$ cat config.mk
export PLATFORM = sky130hd
export DESIGN_NAME = bcd_clock_with_scan_display_top_flat
export DESIGN_NICKNAME = d
export VERILOG_FILES = /design/src/hdl/bcdc_pkg.sv /design/src/hdl/bcdc_if.sv /design/src/hdl/bcdc_digit_cell.sv /design/src/hdl/bcdc_hour_cell.sv /design/src/hdl/bcdc_scan.sv /design/src/hdl/bcd_clock_with_scan_display_top.sv /design/src/flat_wrapper.sv
export SDC_FILE = /design/constraint.sdc
export NUM_CORES = 1
export LEC_CHECK = 0
export BUFFER_PORTS_ARGS = -buffer_cell sky130_fd_sc_hd__clkbuf_2
export CORE_MARGIN = 1.5
export CORE_UTILIZATION = 45
export CTS_CLUSTER_SIZE = 10
export DETAILED_ROUTE_END_ITERATION = 10
export PLACE_DENSITY_LB_ADDON = 0.15
export SYNTH_ARGS = -nofsm -noshare
export SYNTH_HDL_FRONTEND = slang
export SYNTH_SLANG_ARGS = --single-unit
export TNS_END_PERCENT = 50
$ cat constraint.sdc
create_clock -name clk -period 3.3 [get_ports clk]
set_clock_uncertainty 0.15 [all_clocks]
set_input_delay 0.33 -clock clk [delete_from_list [all_inputs] [get_ports clk]]
set_output_delay 0.33 -clock clk [all_outputs]
set_load 0.05 [all_outputs]
$ cat src/hdl/bcdc_pkg.sv
package bcdc_pkg;

    localparam int unsigned DIGIT_W = 4;
    localparam logic [7:0] SEG_BLANK = 8'hFF;
    localparam logic [7:0] SEG_DOT = 8'h10;
    localparam logic [7:0] SEG_TABLE [10] = '{
        8'd18, 8'd159, 8'd56, 8'd28, 8'd149, 8'd84, 8'd80, 8'd31, 8'd16, 8'd20
    };

    localparam logic [1:0] SLOT_HOUR_TENS = 2'd0;
    localparam logic [1:0] SLOT_HOUR_UNITS = 2'd1;
    localparam logic [1:0] SLOT_MIN_TENS = 2'd2;
    localparam logic [1:0] SLOT_MIN_UNITS = 2'd3;

    localparam logic MODE_TICK = 1'b0;
    localparam logic MODE_SCAN = 1'b1;

    typedef struct packed {
        logic [1:0] tens;
        logic [3:0] units;
    } hours_t;

    typedef struct packed {
        logic [1:0] slot;
        logic [7:0] seg;
        logic       hour_inc;
        logic       minute_inc;
    } scan_out_t;

    function automatic logic [7:0] seg_of(input logic [DIGIT_W-1:0] d);
        logic [7:0] p;
        p = SEG_BLANK;
        if (d < DIGIT_W'(10))
            p = SEG_TABLE[d];
        return p;
    endfunction

    // 23 wraps to 00; 9 in the units carries into the tens
    function automatic hours_t hour_inc(input hours_t h);
        hours_t r;
        r = h;
        if (h.tens == 2'd2 && h.units == 4'd3) begin
            r.tens = 2'd0;
            r.units = 4'd0;
        end else if (h.units == 4'd9) begin
            r.units = 4'd0;
            r.tens = h.tens + 2'd1;
        end else begin
            r.units = h.units + 4'd1;
        end
        return r;
    endfunction

endpackage

$ cat src/hdl/bcdc_if.sv
interface bcdc_req_if;
    logic valid;
    logic ready;
    logic mode;
    logic button_hours_n;
    logic button_minutes_n;

    modport source (output valid, mode, button_hours_n, button_minutes_n, input ready);
    modport sink (input valid, mode, button_hours_n, button_minutes_n, output ready);
endinterface

interface bcdc_rsp_if;
    logic       valid;
    logic       ready;
    logic [1:0] digit_slot;
    logic [7:0] segments;
    logic [1:0] hours_tens;
    logic [3:0] hours_units;
    logic [2:0] minutes_tens;
    logic [3:0] minutes_units;
    logic [2:0] seconds_tens;
    logic [3:0] seconds_units;
    logic [6:0] hundredths;

    modport source (output valid, digit_slot, segments, hours_tens, hours_units,
                    minutes_tens, minutes_units, seconds_tens, seconds_units,
                    hundredths, input ready);
    modport sink (input valid, digit_slot, segments, hours_tens, hours_units,
                  minutes_tens, minutes_units, seconds_tens, seconds_units,
                  hundredths, output ready);
endinterface

interface bcdc_cfg_if;
    logic       valid;
    logic       ready;
    logic [6:0] data;

    modport source (output valid, data, input ready);
    modport sink (input valid, data, output ready);
endinterface

$ cat src/hdl/bcdc_digit_cell.sv
module bcdc_digit_cell #(
    parameter int unsigned MODULUS = 10
) (
    input  logic                         clk,
    input  logic                         rst_n,
    input  logic                         inc,
    output logic [$clog2(MODULUS)-1:0]   value,
    output logic [$clog2(MODULUS)-1:0]   value_next,
    output logic                         carry
);
    localparam int unsigned W = $clog2(MODULUS);

    logic [W-1:0] value_reg;

    assign carry = inc && (value_reg == W'(MODULUS - 1));

    always_comb
    begin
        value_next = value_reg;
        if (carry)
            value_next = '0;
        else if (inc)
            value_next = value_reg + W'(1);
    end

    always_ff @(posedge clk or negedge rst_n)
    begin
        if (!rst_n)
            value_reg <= '0;
        else
            value_reg <= value_next;
    end

    assign value = value_reg;

endmodule

$ cat src/hdl/bcdc_hour_cell.sv
module bcdc_hour_cell (
    input  logic            clk,
    input  logic            rst_n,
    input  logic            inc_carry,
    input  logic            inc_button,
    output bcdc_pkg::hours_t value,
    output bcdc_pkg::hours_t value_next
);
    import bcdc_pkg::*;

    hours_t hours_reg;
    hours_t stage_a;

    // a button press and a minutes carry each add one hour; with both set it adds twice
    always_comb
    begin
        stage_a = inc_button ? hour_inc(hours_reg) : hours_reg;
        value_next = inc_carry ? hour_inc(stage_a) : stage_a;
    end

    always_ff @(posedge clk or negedge rst_n)
    begin
        if (!rst_n)
            hours_reg <= '0;
        else
            hours_reg <= value_next;
    end

    assign value = hours_reg;

endmodule

$ cat src/hdl/bcdc_scan.sv
module bcdc_scan (
    input  logic               clk,
    input  logic               rst_n,
    input  logic               step,
    input  logic               button_hours_n,
    input  logic               button_minutes_n,
    input  bcdc_pkg::hours_t   hours,
    input  logic [2:0]         minutes_tens,
    input  logic [3:0]         minutes_units,
    input  logic [6:0]         hundredths,
    input  logic [6:0]         threshold,
    output bcdc_pkg::scan_out_t scan
);
    import bcdc_pkg::*;

    logic [1:0] slot_reg;
    logic [1:0] slot_next;
    logic       latch_h_reg;
    logic       latch_h_next;
    logic       latch_m_reg;
    logic       latch_m_next;
    logic       on_minutes;
    logic [7:0] seg;

    assign slot_next = step ? slot_reg + 2'd1 : slot_reg;
    assign on_minutes = step && (slot_next == SLOT_MIN_UNITS);

    // buttons are sampled only when the minutes digit is driven
    assign latch_h_next = on_minutes ? !button_hours_n : latch_h_reg;
    assign latch_m_next = on_minutes ? !button_minutes_n : latch_m_reg;

    always_comb
    begin
        seg = SEG_BLANK;
        if (step)
        begin
            unique case (slot_next)
                SLOT_HOUR_TENS:  seg = seg_of(DIGIT_W'(hours.tens));
                SLOT_HOUR_UNITS:
                begin
                    seg = seg_of(hours.units);
                    if (hundredths >= threshold)
                        seg = seg & ~SEG_DOT;
                    else
                        seg = seg | SEG_DOT;
                end
                SLOT_MIN_TENS:   seg = seg_of(DIGIT_W'(minutes_tens));
                SLOT_MIN_UNITS:  seg = seg_of(minutes_units);
                default:         seg = SEG_BLANK;
            endcase
        end
    end

    always_ff @(posedge clk or negedge rst_n)
    begin
        if (!rst_n)
        begin
            slot_reg <= SLOT_MIN_UNITS;
            latch_h_reg <= 1'b0;
            latch_m_reg <= 1'b0;
        end
        else
        begin
            slot_reg <= slot_next;
            latch_h_reg <= latch_h_next;
            latch_m_reg <= latch_m_next;
        end
    end

    assign scan.slot = slot_next;
    assign scan.seg = seg;
    assign scan.hour_inc = on_minutes && !button_hours_n && !latch_h_reg;
    assign scan.minute_inc = on_minutes && !button_minutes_n && !latch_m_reg;

`ifndef SYNTHESIS
    a_press_needs_minutes_slot: assert property (@(posedge clk) disable iff (!rst_n)
        (scan.hour_inc || scan.minute_inc) |-> (step && slot_next == SLOT_MIN_UNITS))
        else $error("button increment outside the minutes slot");
    a_no_repeat_press: assert property (@(posedge clk) disable iff (!rst_n)
        scan.hour_inc |=> !scan.hour_inc)
        else $error("held hours button counted twice");
    a_tick_keeps_scan: assert property (@(posedge clk) disable iff (!rst_n)
        !step |=> $stable(slot_reg))
        else $error("scan moved without a display step");
`endif

endmodule

$ cat src/hdl/bcd_clock_with_scan_display_top.sv
// 24-hour BCD clock with a four-digit multiplexed display. One request per clock:
// while ready: a tick request adds a hundredth, a scan request drives the next
// digit and, on the minutes digit, samples the two buttons. Each result is
// registered and shows in the cycle after acceptance; the whole digit carry
// ripple and the segment lookup are combinational. A new request is taken in
// the same cycle the held result is taken. The blink threshold resets to 50.
module bcd_clock_with_scan_display_top (
    input  logic clk,
    input  logic rst_n,
    bcdc_req_if.sink   req,
    bcdc_rsp_if.source rsp,
    bcdc_cfg_if.sink   cfg
);
    import bcdc_pkg::*;

    logic       accept;
    logic       tick;
    logic       step;
    logic [6:0] threshold_reg;

    logic [6:0] hund, hund_next;
    logic [3:0] su, su_next;
    logic [2:0] st, st_next;
    logic [3:0] mu, mu_next;
    logic [2:0] mt, mt_next;
    logic       c_hund, c_su, c_st, c_mu, c_mt;
    hours_t     hours, hours_next;
    scan_out_t  scan;

    logic       rsp_valid_reg;
    logic [1:0] slot_reg;
    logic [7:0] seg_reg;
    hours_t     hours_reg;
    logic [2:0] mt_reg;
    logic [3:0] mu_reg;
    logic [2:0] st_reg;
    logic [3:0] su_reg;
    logic [6:0] hund_reg;

    assign req.ready = !rsp_valid_reg || rsp.ready;
    assign accept = req.valid && req.ready;
    assign tick = accept && (req.mode == MODE_TICK);
    assign step = accept && (req.mode == MODE_SCAN);

    assign cfg.ready = 1'b1;
    always_ff @(posedge clk or negedge rst_n)
    begin
        if (!rst_n)
            threshold_reg <= 7'd50;
        else if (cfg.valid)
            threshold_reg <= cfg.data;
    end

    bcdc_digit_cell #(.MODULUS(100)) u_hund (
        .clk(clk), .rst_n(rst_n), .inc(tick),
        .value(hund), .value_next(hund_next), .carry(c_hund));
    bcdc_digit_cell #(.MODULUS(10)) u_sec_units (
        .clk(clk), .rst_n(rst_n), .inc(c_hund),
        .value(su), .value_next(su_next), .carry(c_su));
    bcdc_digit_cell #(.MODULUS(6)) u_sec_tens (
        .clk(clk), .rst_n(rst_n), .inc(c_su),
        .value(st), .value_next(st_next), .carry(c_st));
    bcdc_digit_cell #(.MODULUS(10)) u_min_units (
        .clk(clk), .rst_n(rst_n), .inc(c_st || scan.minute_inc),
        .value(mu), .value_next(mu_next), .carry(c_mu));
    bcdc_digit_cell #(.MODULUS(6)) u_min_tens (
        .clk(clk), .rst_n(rst_n), .inc(c_mu),
        .value(mt), .value_next(mt_next), .carry(c_mt));
    bcdc_hour_cell u_hours (
        .clk(clk), .rst_n(rst_n), .inc_carry(c_mt), .inc_button(scan.hour_inc),
        .value(hours), .value_next(hours_next));

    bcdc_scan u_scan (
        .clk(clk), .rst_n(rst_n), .step(step),
        .button_hours_n(req.button_hours_n), .button_minutes_n(req.button_minutes_n),
        .hours(hours), .minutes_tens(mt), .minutes_units(mu),
        .hundredths(hund), .threshold(threshold_reg), .scan(scan));

    always_ff @(posedge clk or negedge rst_n)
    begin
        if (!rst_n)
            rsp_valid_reg <= 1'b0;
        else if (accept)
            rsp_valid_reg <= 1'b1;
        else if (rsp.ready)
            rsp_valid_reg <= 1'b0;
    end

    always_ff @(posedge clk)
    begin
        if (accept)
        begin
            slot_reg <= scan.slot;
            seg_reg <= scan.seg;
            hours_reg <= hours_next;
            mt_reg <= mt_next;
            mu_reg <= mu_next;
            st_reg <= st_next;
            su_reg <= su_next;
            hund_reg <= hund_next;
        end
    end

    assign rsp.valid = rsp_valid_reg;
    assign rsp.digit_slot = slot_reg;
    assign rsp.segments = seg_reg;
    assign rsp.hours_tens = hours_reg.tens;
    assign rsp.hours_units = hours_reg.units;
    assign rsp.minutes_tens = mt_reg;
    assign rsp.minutes_units = mu_reg;
    assign rsp.seconds_tens = st_reg;
    assign rsp.seconds_units = su_reg;
    assign rsp.hundredths = hund_reg;

`ifndef SYNTHESIS
    a_hours_in_range: assert property (@(posedge clk) disable iff (!rst_n)
        !(hours.tens == 2'd3) && !(hours.tens == 2'd2 && hours.units > 4'd3))
        else $error("hours past 23");
    a_tick_blank: assert property (@(posedge clk) disable iff (!rst_n)
        tick |=> (rsp.segments == SEG_BLANK))
        else $error("tick result not blank");
    a_only_one_event: assert property (@(posedge clk) disable iff (!rst_n)
        !(c_hund && (scan.hour_inc || scan.minute_inc)))
        else $error("tick carry and button press in the same step");
`endif

endmodule
$ cat src/flat_wrapper.sv
// flat-port wrapper written by rule: the top's interface ports become plain ports
module bcd_clock_with_scan_display_top_flat import bcdc_pkg::*;
  (clk, rst_n, req_valid, req_mode, req_button_hours_n, req_button_minutes_n, req_ready, rsp_valid, rsp_digit_slot, rsp_segments, rsp_hours_tens, rsp_hours_units, rsp_minutes_tens, rsp_minutes_units, rsp_seconds_tens, rsp_seconds_units, rsp_hundredths, rsp_ready, cfg_valid, cfg_data, cfg_ready);
  bcdc_req_if req_i ();
  bcdc_rsp_if rsp_i ();
  bcdc_cfg_if cfg_i ();
  input  logic clk;
  input  logic rst_n;
  input wire logic [$bits(req_i.valid)-1:0] req_valid;
  input wire logic [$bits(req_i.mode)-1:0] req_mode;
  input wire logic [$bits(req_i.button_hours_n)-1:0] req_button_hours_n;
  input wire logic [$bits(req_i.button_minutes_n)-1:0] req_button_minutes_n;
  output wire logic [$bits(req_i.ready)-1:0] req_ready;
  output wire logic [$bits(rsp_i.valid)-1:0] rsp_valid;
  output wire logic [$bits(rsp_i.digit_slot)-1:0] rsp_digit_slot;
  output wire logic [$bits(rsp_i.segments)-1:0] rsp_segments;
  output wire logic [$bits(rsp_i.hours_tens)-1:0] rsp_hours_tens;
  output wire logic [$bits(rsp_i.hours_units)-1:0] rsp_hours_units;
  output wire logic [$bits(rsp_i.minutes_tens)-1:0] rsp_minutes_tens;
  output wire logic [$bits(rsp_i.minutes_units)-1:0] rsp_minutes_units;
  output wire logic [$bits(rsp_i.seconds_tens)-1:0] rsp_seconds_tens;
  output wire logic [$bits(rsp_i.seconds_units)-1:0] rsp_seconds_units;
  output wire logic [$bits(rsp_i.hundredths)-1:0] rsp_hundredths;
  input wire logic [$bits(rsp_i.ready)-1:0] rsp_ready;
  input wire logic [$bits(cfg_i.valid)-1:0] cfg_valid;
  input wire logic [$bits(cfg_i.data)-1:0] cfg_data;
  output wire logic [$bits(cfg_i.ready)-1:0] cfg_ready;
  assign req_i.valid = req_valid;
  assign req_i.mode = req_mode;
  assign req_i.button_hours_n = req_button_hours_n;
  assign req_i.button_minutes_n = req_button_minutes_n;
  assign req_ready = req_i.ready;
  assign rsp_valid = rsp_i.valid;
  assign rsp_digit_slot = rsp_i.digit_slot;
  assign rsp_segments = rsp_i.segments;
  assign rsp_hours_tens = rsp_i.hours_tens;
  assign rsp_hours_units = rsp_i.hours_units;
  assign rsp_minutes_tens = rsp_i.minutes_tens;
  assign rsp_minutes_units = rsp_i.minutes_units;
  assign rsp_seconds_tens = rsp_i.seconds_tens;
  assign rsp_seconds_units = rsp_i.seconds_units;
  assign rsp_hundredths = rsp_i.hundredths;
  assign rsp_i.ready = rsp_ready;
  assign cfg_i.valid = cfg_valid;
  assign cfg_i.data = cfg_data;
  assign cfg_ready = cfg_i.ready;
  bcd_clock_with_scan_display_top u_core (.clk(clk), .rst_n(rst_n), .req(req_i), .rsp(rsp_i), .cfg(cfg_i));
endmodule
* Word level (Yosys, flattened, before mapping)
Memories as Yosys holds them, arrays and structs flattened.
Index checks and enable logic that the tools add are counted.
** Operators by class
- Equal/unequal tests :: 14
- Reduce and logical (&&, ||, !) cells :: 24
- Magnitude comparators :: 9
- Multiplexer cells :: 35
- Add/sub/neg operators :: 10
- Bitwise operators :: 5
** Operator list (count)
- $mux 8 :: 12
- $pmux 8 s4 :: 1
- $mux 4 :: 6
- $mux 6 :: 4
- $ge 5x5->1 const B :: 4
- $add 4x1->4 const B :: 4
- $eq 4x4->1 const B :: 4
- $logic_and 1x1->1 :: 15
- $mux 7 :: 2
- $mux 3 :: 4
- $not 4->5 :: 2
- $eq 2x2->1 const B :: 4
- $eq 4x2->1 const B :: 2
- $lt 4x4->1 const B :: 2
- $add 7x1->7 const B :: 1
- $eq 7x7->1 const B :: 1
- $ge 7x7->1 :: 1
- $add 2x1->2 const B :: 3
- $add 3x1->3 const B :: 2
- $eq 3x3->1 const B :: 2
- $mux 2 :: 3
- $logic_not 1->1 :: 5
- $mux 5 :: 1
- $not 2->5 :: 1
- other kinds (9) :: 11
** Word-level totals
- Logic and storage cells :: 122
- Output and inout bits :: 40
- Memories kept :: 4
- Bits in registers :: 76
- ROM bits :: 512
** Memories
- (name not given) :: depth 16, width 8, read ports 1, clocked after Yosys merged registers in 0, write ports 0, RTL line bcdc_pkg.sv:34 : p = SEG_TABLE[d];
- (name not given) :: depth 16, width 8, read ports 1, clocked after Yosys merged registers in 0, write ports 0, RTL line bcdc_pkg.sv:34
- (name not given) :: depth 16, width 8, read ports 1, clocked after Yosys merged registers in 0, write ports 0, RTL line bcdc_pkg.sv:34
- (name not given) :: depth 16, width 8, read ports 1, clocked after Yosys merged registers in 0, write ports 0, RTL line bcdc_pkg.sv:34

* Longest topological paths before layout
Gate-level depths: netlist of run 1.
- Depth after elaboration :: 14
- Depth in mapped cells :: 12
- Depth with buffers taken out :: 12

* By module
From an unflattened synthesis of run 1, not the netlist that was laid out.
** Second synthesis, totals
- Cells, all modules :: 383
- Area, all modules :: 4403.0 µm²
** By module, submodules not included
- bcd_clock_with_scan_display_top :: instances 1, seq. area each 1315.0 µm², area an instance 1490.2 µm², cells each 61
- bcdc_scan :: instances 1, seq. area each 102.6 µm², area an instance 1103.6 µm², cells each 146
- bcdc_hour_cell :: instances 1, seq. area each 150.1 µm², area an instance 625.6 µm², cells each 63
- bcdc_digit_cell at u_core.u_min_units ... :: instances 2, seq. area each 100.1 µm², area an instance 230.2 µm², cells each 23
- bcdc_digit_cell at u_core.u_hund :: instances 1, seq. area each 175.2 µm², area an instance 390.4 µm², cells each 35
- bcdc_digit_cell at u_core.u_min_tens ... :: instances 2, seq. area each 75.1 µm², area an instance 166.4 µm², cells each 16

* Worst setup path after synthesis of run 1
Ideal clock, no wire load.
- Path kind :: reg-to-reg
- From :: register u_core.rsp_valid_reg (netlist: u_core.rsp.valid)
- To :: register u_core.hund_reg[5] (netlist: u_core.rsp.hundredths[5]) (data pin)
- Buffers on the path :: 1
- Slack :: 148 ps
- Library setup time :: 273 ps
- Arrival time :: 2729 ps
- Cell stages (with the launch flop) :: 8
- Cell sequence :: dfrtp_1 > nand2b_1 > buf_2 > and2_1 > nor2b_1 > nand4_1 > xor2_1 > nor2_1
** Between the ends
- Longest elaborated chain between the ends :: 6
- Elaborated cells between the ends (all ways) :: 7
- Classes of those cells :: 2 x mux; 5 x reduce/logical
** Ends and longest elaborated chain
- start, declared :: RTL line bcd_clock_with_scan_display_top.sv:30 : logic rsp_valid_reg;
- start signal, assigned :: RTL line bcd_clock_with_scan_display_top.sv:82 : rsp_valid_reg <= 1'b0;
- start signal, assigned :: RTL line bcd_clock_with_scan_display_top.sv:84 : rsp_valid_reg <= 1'b1;
- start signal, assigned :: RTL line bcd_clock_with_scan_display_top.sv:86 : rsp_valid_reg <= 1'b0;
- $logic_not 1->1 (*) :: RTL line bcd_clock_with_scan_display_top.sv:40 : assign req.ready = !rsp_valid_reg || rsp.ready;
- $logic_or 1x1->1 (*) :: RTL line bcd_clock_with_scan_display_top.sv:40
- named net req_ready :: RTL line flat_wrapper.sv:13 : output wire logic [$bits(req_i.ready)-1:0] req_ready;
- $logic_and 1x1->1 (*) :: RTL line bcd_clock_with_scan_display_top.sv:41 : assign accept = req.valid && req.ready;
- named net u_core.accept :: RTL line bcd_clock_with_scan_display_top.sv:16 : logic accept;
- $logic_and 1x1->1 (*) :: RTL line bcd_clock_with_scan_display_top.sv:42 : assign tick = accept && (req.mode == MODE_TICK);
- $mux 7 or $logic_and 1x1->1 (tied branches) :: RTL line bcdc_digit_cell.sv:22, bcdc_digit_cell.sv:15
- $mux 7 (*) :: RTL line bcdc_digit_cell.sv:20 : if (carry)
- named net u_core.hund_next[5] :: RTL line bcd_clock_with_scan_display_top.sv:21 : logic [6:0] hund, hund_next;
- end signal, assigned :: RTL line bcd_clock_with_scan_display_top.sv:100 : hund_reg <= hund_next;
- end, declared :: RTL line bcd_clock_with_scan_display_top.sv:38 : logic [6:0] hund_reg;
Mark *: on every way through the listed nets, which the timed path passes. The rest lies on a longest branch.
A chain may end at the register's enable or synchronous reset.

==> results of run 1 <==
==> worst max-delay path by stage <==
| stage | start | to | slack, ns | cells after the start |
|---|---|---|---|---|
| after floorplan | u_core.rsp.valid | u_core.rsp.hundredths[5] | 0.15 | 7 |
| after global placement | u_core.u_scan.slot_reg[1] | u_core.rsp.hours_units[2] | 0.42 | 9 |
| after detailed placement | u_core.u_scan.slot_reg[1] | u_core.rsp.hours_units[2] | 0.31 | 9 |
| after CTS | u_core.u_scan.slot_reg[1] | u_core.rsp.hours_units[2] | 0.27 | 9 |
| after global routing | u_core.u_scan.slot_reg[1] | u_core.rsp.hours_tens[0] | 0.002 | 9 |
| final | u_core.u_scan.slot_reg[1] | u_core.rsp.hours_tens[0] | 0.24 | 9 |
==> stage by stage <==
step	cell area, sq um	power, W
after floorplan	4058	0.002099
after global placement	4409	0.002331
after detailed placement	4409	0.002352
after CTS	4602	0.003071
after global routing	4602	0.003241
final	4602	0.003039
==> cells by family (layout without fill, tap and decap cells) <==
kind of cell,after synthesis,after routing
buffers and inverters,39,97
adder cells (fa/ha/maj),32,32
AO/OA/AOI/OAI,95,95
XOR/XNOR,9,9
other,1,1
AND/OR/NAND/NOR,109,109
flip-flops,76,76
multiplexers,14,14
==> final cells by class <==
| class | instances | area (sq um) |
|---|---|---|
| repair buffers | 56 | 287.8 |
| clock inverters | 5 | 61.31 |
| well taps | 108 | 135.1 |
| multi-input cells | 260 | 1799 |
| flip-flops and latches | 76 | 2093 |
| fillers | 806 | 4119 |
| inverters | 25 | 93.84 |
| clock buffers | 11 | 131.4 |
==> per-layer routing <==
layer / GRT usage [%] / routed length [um] / share of wire (%)
met5: 0 / 0 / 0
met4: 8.132 / 175 / 2.1
met3: 3.221 / 347 / 4.2
met2: 28.44 / 3804 / 46
met1: 24.72 / 3902 / 47
==> synthesized netlist by cell type (6+ instances only) <==
library cell / count
edfxtp_1: 37
nand2_1: 37
dfrtp_1: 34
ha_1: 32
o21ai_0: 28
inv_1: 25
nor2_1: 22
a21oi_1: 18
nand3_1: 14
clkbuf_1: 8
mux2i_1: 7
xnor2_1: 7
a21o_1: 6
==> power by group <==
part | total (W) | switching [W] | internal, W
Clock | 0.000701 | 0.000349 | 0.000352
Combinational | 0.000967 | 0.000609 | 0.000357
Sequential | 0.00137 | 0.000196 | 0.00118
==> worst max-delay path: stages (launching register included) <==
cell and delay (ns):
dfstp_2 0.71, and4b_1 0.26, nand3_1 0.26, nor2_1 0.23, mux2_2 0.23, ha_1 0.18
o211a_1 0.17, nand4_1 0.19, a211oi_1 0.29, a21oi_1 0.09
==> flow_metrics.env, run 1 <==
export IMPL_status="complete, but fails checks"
export IMPL_failed_checks="negative hold slack"
export IMPL_worstPathMaxFanout=14
export IMPL_synth_area_leaders="edfxtp_1 27%, dfrtp_1 21%, ha_1 9.9%"
export IMPL_ys_seq_area_share_pct=51.59
export IMPL_detail_route_wl_per_cell_um=15.21
export IMPL_rsz0062_at_grt="no"
export IMPL_synth_largest_area_cell="edfxtp_1"
export IMPL_place_ws_ns=0.3076
export IMPL_p_per_area_nw_per_um2=660.4
export IMPL_arrival_ns=2.99
export IMPL_reg2reg_slack_ns=0.24
export IMPL_setup_tns_ns=0
export IMPL_largest_reg_flops=8
export IMPL_synthesis_instances=375
export IMPL_cts_buffer_depth=2
export IMPL_grt_max_degree=40
export IMPL_drive_above_1_share_pct=19.86
export IMPL_ios=55
export IMPL_fin_util_pct=52.77
export IMPL_start_kind="flip-flop"
export IMPL_cts_tree="built"
export IMPL_fmax_mhz=327.1
export IMPL_gr_usage_all_layers_pct=18.14
export IMPL_r2r_cells=9
export IMPL_fp_coreArea_sq_um=8721
export IMPL_synth_simple_area_share_pct=13.07
export IMPL_synth_fa_ha_area_share_pct=9.867
export IMPL_root_buffer="clkbuf_8"
export IMPL_numCtsBuffers=9
export IMPL_finalCritPeriodShare_pct=92.65
export IMPL_wirelength_um=8229
export IMPL_regToRegEndpoint="u_core.rsp.hours_tens[0]"
export IMPL_post_cts_resize_count=0
export IMPL_drt_pass1_iter_count=4
export IMPL_die_w_um=97.96
export IMPL_postCtsHoldBufs=0
export IMPL_num_vias=2972
export IMPL_crit_type="reg -> reg"
export IMPL_finalMaxSlewViolations=0
export IMPL_cts_sinks=76
export IMPL_first_global_vias=2789
export IMPL_gp_congestion=0.8129
export IMPL_period_minus_slack_ns=3.058
export IMPL_synth_top_family_by_area="compound AO/OA/AOI/OAI gates"
export IMPL_syn_nets=422
export IMPL_synth_cell_types=57
export IMPL_yosys_area_share_xor_xnor_pct=1.943
export IMPL_slew_headroom_pct=31.62
export IMPL_synthDominantCellAreaShare_pct=27.38
export IMPL_async_flop_share_pct=51.32
export IMPL_dr_first_iter_drc_count=108
export IMPL_synth_compound_area_share_pct=14.83
export IMPL_instances_no_fill=541
export IMPL_worst_pin_slew_ns=1.026
export IMPL_setup_violations_final=0
export IMPL_final_cell_mix="53 x clkbuf_2, 37 x nand2_1, 37 x edfxtp_1, 34 x dfrtp_1, 32 x ha_1"
export IMPL_die_h_um=97.96
export IMPL_clk_pin_slew_ns=0.08
export IMPL_synthToLayoutAreaGrowth_pct=13.41
export IMPL_post_synth_mux_area_share_pct=4.502
export IMPL_antennaDiodeCount=0
export IMPL_dieArea_sq_um=9595
export IMPL_cts_max_level=3
export IMPL_dpl_hpwl_um=5858
export IMPL_syn_area_sq_um=4058
export IMPL_timing_rr_start="u_core.u_scan.slot_reg[1]"
export IMPL_required_ns=3.23
export IMPL_via_per_inst=5.494
export IMPL_ys_ff_latch=76
export IMPL_antenna_found_initial=0
export IMPL_postCtsSetupBuffers=0
export IMPL_hold_path_class="in -> async"
export IMPL_final_hold_viol_count=5
export IMPL_route_detailed_drc=0
export IMPL_layout_cells_most_common="clkbuf_2"
export IMPL_nNetsFinal=475
export IMPL_layout_setup_ws_ns=0.2424
export IMPL_ir_worst_vdd_mv=0.3513
export IMPL_antenna_left=0
export IMPL_syn_avg_cell_area_sq_um=10.82
export IMPL_whs_ns=-0.01438
export IMPL_portBuffers=53
export IMPL_worstSkewPairLatency_ns=0.35
export IMPL_yosysWarnings=0
export IMPL_synth_ff_type="edfxtp_1"
export IMPL_grt_pass1_wl_um=13860
export IMPL_place_inst=525
export IMPL_synth_edf_count=37
export IMPL_initial_utilization_pct=46.53
export IMPL_drv_cap=0
export IMPL_p_leak_nw=1.970
export IMPL_grt_ovfl_total=0
export IMPL_rows=34
export IMPL_end_kind="flip-flop"
Power figures use the tool's default switching activity.
==> run 2, diff against run 1 <==
CORE_MARGIN = 5   (was 1.5)
==> run 2 against run 1 <==
The run still ends with negative hold slack left. Wire length increased by 3.6%. Final cell count increased by 0.37%. Combinational power increased by 0.5%. Critical path depth unchanged. Register-to-register slack about the same. Highest routed layer unchanged.
==> flow_metrics.env, run 2 (synthesis results as in run 1) <==
export IMPL_fin_area_sq_um=4659
export IMPL_via_per_inst=5.381
export IMPL_antenna_found_initial=0
export IMPL_ios=55
export IMPL_rows=34
export IMPL_ir_worst_vdd_mv=0.2950
export IMPL_failed_checks="negative hold slack"
export IMPL_layout_cells_most_common="clkbuf_2"
export IMPL_die_w_um=105.0
export IMPL_postCtsHoldBufs=1
export IMPL_start_kind="flip-flop"
export IMPL_reg2reg_slack_ns=0.23
export IMPL_antennaDiodeCount=0
export IMPL_synthToLayoutAreaGrowth_pct=14.83
export IMPL_route_detailed_drc=0
export IMPL_grt_max_degree=40
export IMPL_setup_tns_ns=0
export IMPL_status="complete, but fails checks"
export IMPL_post_cts_resize_count=0
export IMPL_arrival_ns=3.01
export IMPL_dpl_hpwl_um=6220
export IMPL_fp_coreArea_sq_um=8763
export IMPL_worstPathMaxFanout=14
export IMPL_detail_route_wl_per_cell_um=15.70
export IMPL_gr_usage_all_layers_pct=15.90
export IMPL_dieArea_sq_um=11020
export IMPL_gp_congestion=0.8613
export IMPL_fmax_mhz=326.0
export IMPL_antenna_left=0
export IMPL_place_inst=526
export IMPL_drv_cap=0
export IMPL_wirelength_um=8525
export IMPL_drt_pass1_iter_count=5
export IMPL_postCtsSetupBuffers=0
export IMPL_grt_pass1_wl_um=14190
export IMPL_p_per_area_nw_per_um2=679.9
export IMPL_root_buffer="clkbuf_8"
export IMPL_required_ns=3.24
export IMPL_worstSkewPairLatency_ns=0.35
export IMPL_slew_headroom_pct=31.25
export IMPL_final_cell_mix="53 x clkbuf_2, 37 x nand2_1, 37 x edfxtp_1, 34 x dfrtp_1, 32 x ha_1"
export IMPL_p_leak_nw=2.011
export IMPL_first_global_vias=2870
export IMPL_cts_sinks=76
export IMPL_cts_buffer_depth=2
export IMPL_worst_pin_slew_ns=1.031
export IMPL_crit_type="reg -> reg"
export IMPL_dr_first_iter_drc_count=142
export IMPL_hold_path_class="in -> async"
export IMPL_place_area_sq_um=4417
export IMPL_die_h_um=105.0
export IMPL_grt_ovfl_total=0
export IMPL_cts_tree="built"
export IMPL_fill_cells=795
export IMPL_numCtsBuffers=9
export IMPL_finalCritPeriodShare_pct=92.95
export IMPL_final_hold_viol_count=2
export IMPL_period_minus_slack_ns=3.067
export IMPL_whs_ns=-0.003528
export IMPL_largest_reg_flops=8
export IMPL_finalMaxSlewViolations=0
export IMPL_drive_above_1_share_pct=20.23
export IMPL_end_kind="flip-flop"
export IMPL_portBuffers=53
export IMPL_initial_utilization_pct=46.30
export IMPL_rsz0062_at_grt="no"
export IMPL_num_vias=2922
export IMPL_nNetsFinal=477
export IMPL_instances_no_fill=543
export IMPL_cts_max_level=3
export IMPL_clk_pin_slew_ns=0.08
export IMPL_setup_violations_final=0
## run 2: cell count changes in the layout (fill, tap and decap cells not counted)
cell / previous run / this run
bufinv_16: 1 / 2
clkinv_1: 0 / 1
inv_6: 1 / 2
clkinvlp_4: 3 / 0
clkbuf_1: 2 / 0
dlygate4sd3_1: 0 / 1
buf_4: 3 / 4
clkbuf_8: 9 / 11
## run 2: cell type report
cell class                      count  area [sq um]  area share [%]
Multi-Input combinational cell    260          1799           38.61
Inverter                           25         93.84           2.014
Timing Repair Buffer               58         305.3           6.552
Clock buffer                       11         151.4           3.249
Sequential cell                    76          2093           44.92
Clock inverter                      5         81.33           1.745
Tap cell                          108         135.1           2.900
## run 2: worst max-delay path, cell delays in order (launching register included)
cell	delay, ns
dfstp_2	0.71
and4b_1	0.26
nand3_1	0.27
nor2_1	0.22
mux2_2	0.22
ha_1	0.17
o211a_1	0.17
nand4_1	0.22
and3_1	0.28
o2bb2ai_1	0.13
## run 2: through the flow
stage | hold WS, ns | total power, W | utilization [%] | worst slack [ns]
global route | 0.03448 | 0.003352 | 53.17 | 0.04829
floorplan | -0.1156 | 0.002099 | - | 0.1481
global placement | 0.3153 | 0.002335 | 50.40 | 0.4009
detailed placement | 0.3261 | 0.002357 | 50.40 | 0.3014
finish | -0.003528 | 0.003168 | 53.17 | 0.2328
CTS | 0.01056 | 0.003192 | 53.17 | 0.2750
## run 2: power breakdown
part | internal, W | switching, W
clock network | 0.000470 | 0.000347
logic | 0.000361 | 0.000611
registers | 0.00117 | 0.000204
## run 2: final timing paths
path,end,from,cells past startpoint
worst max-delay path,u_core.rsp.hours_units[2],u_core.u_scan.slot_reg[1],9
worst min-delay path,u_core.threshold_reg[3],rst_n,1
worst max register to register,u_core.rsp.hours_units[2],u_core.u_scan.slot_reg[1],9
worst min register to register,u_core.u_scan.latch_m_reg,u_core.u_scan.latch_m_reg,2
max in group asynchronous,u_core.u_sec_tens.value[1],rst_n,1
min in group clk,u_core.threshold_reg[2],cfg_data[2],3
## run 2: metal layers
layer | wire [um] | vias up | track usage [%] | part of all wire (%)
li1 | - | 1465 | - | -
met1 | 3944 | 1396 | 21.23 | 46
met2 | 4126 | 53 | 25.00 | 48
met3 | 354 | 8 | 3.268 | 4.2
met4 | 100 | 0 | 7.123 | 1.2
met5 | 0 | - | 0 | 0
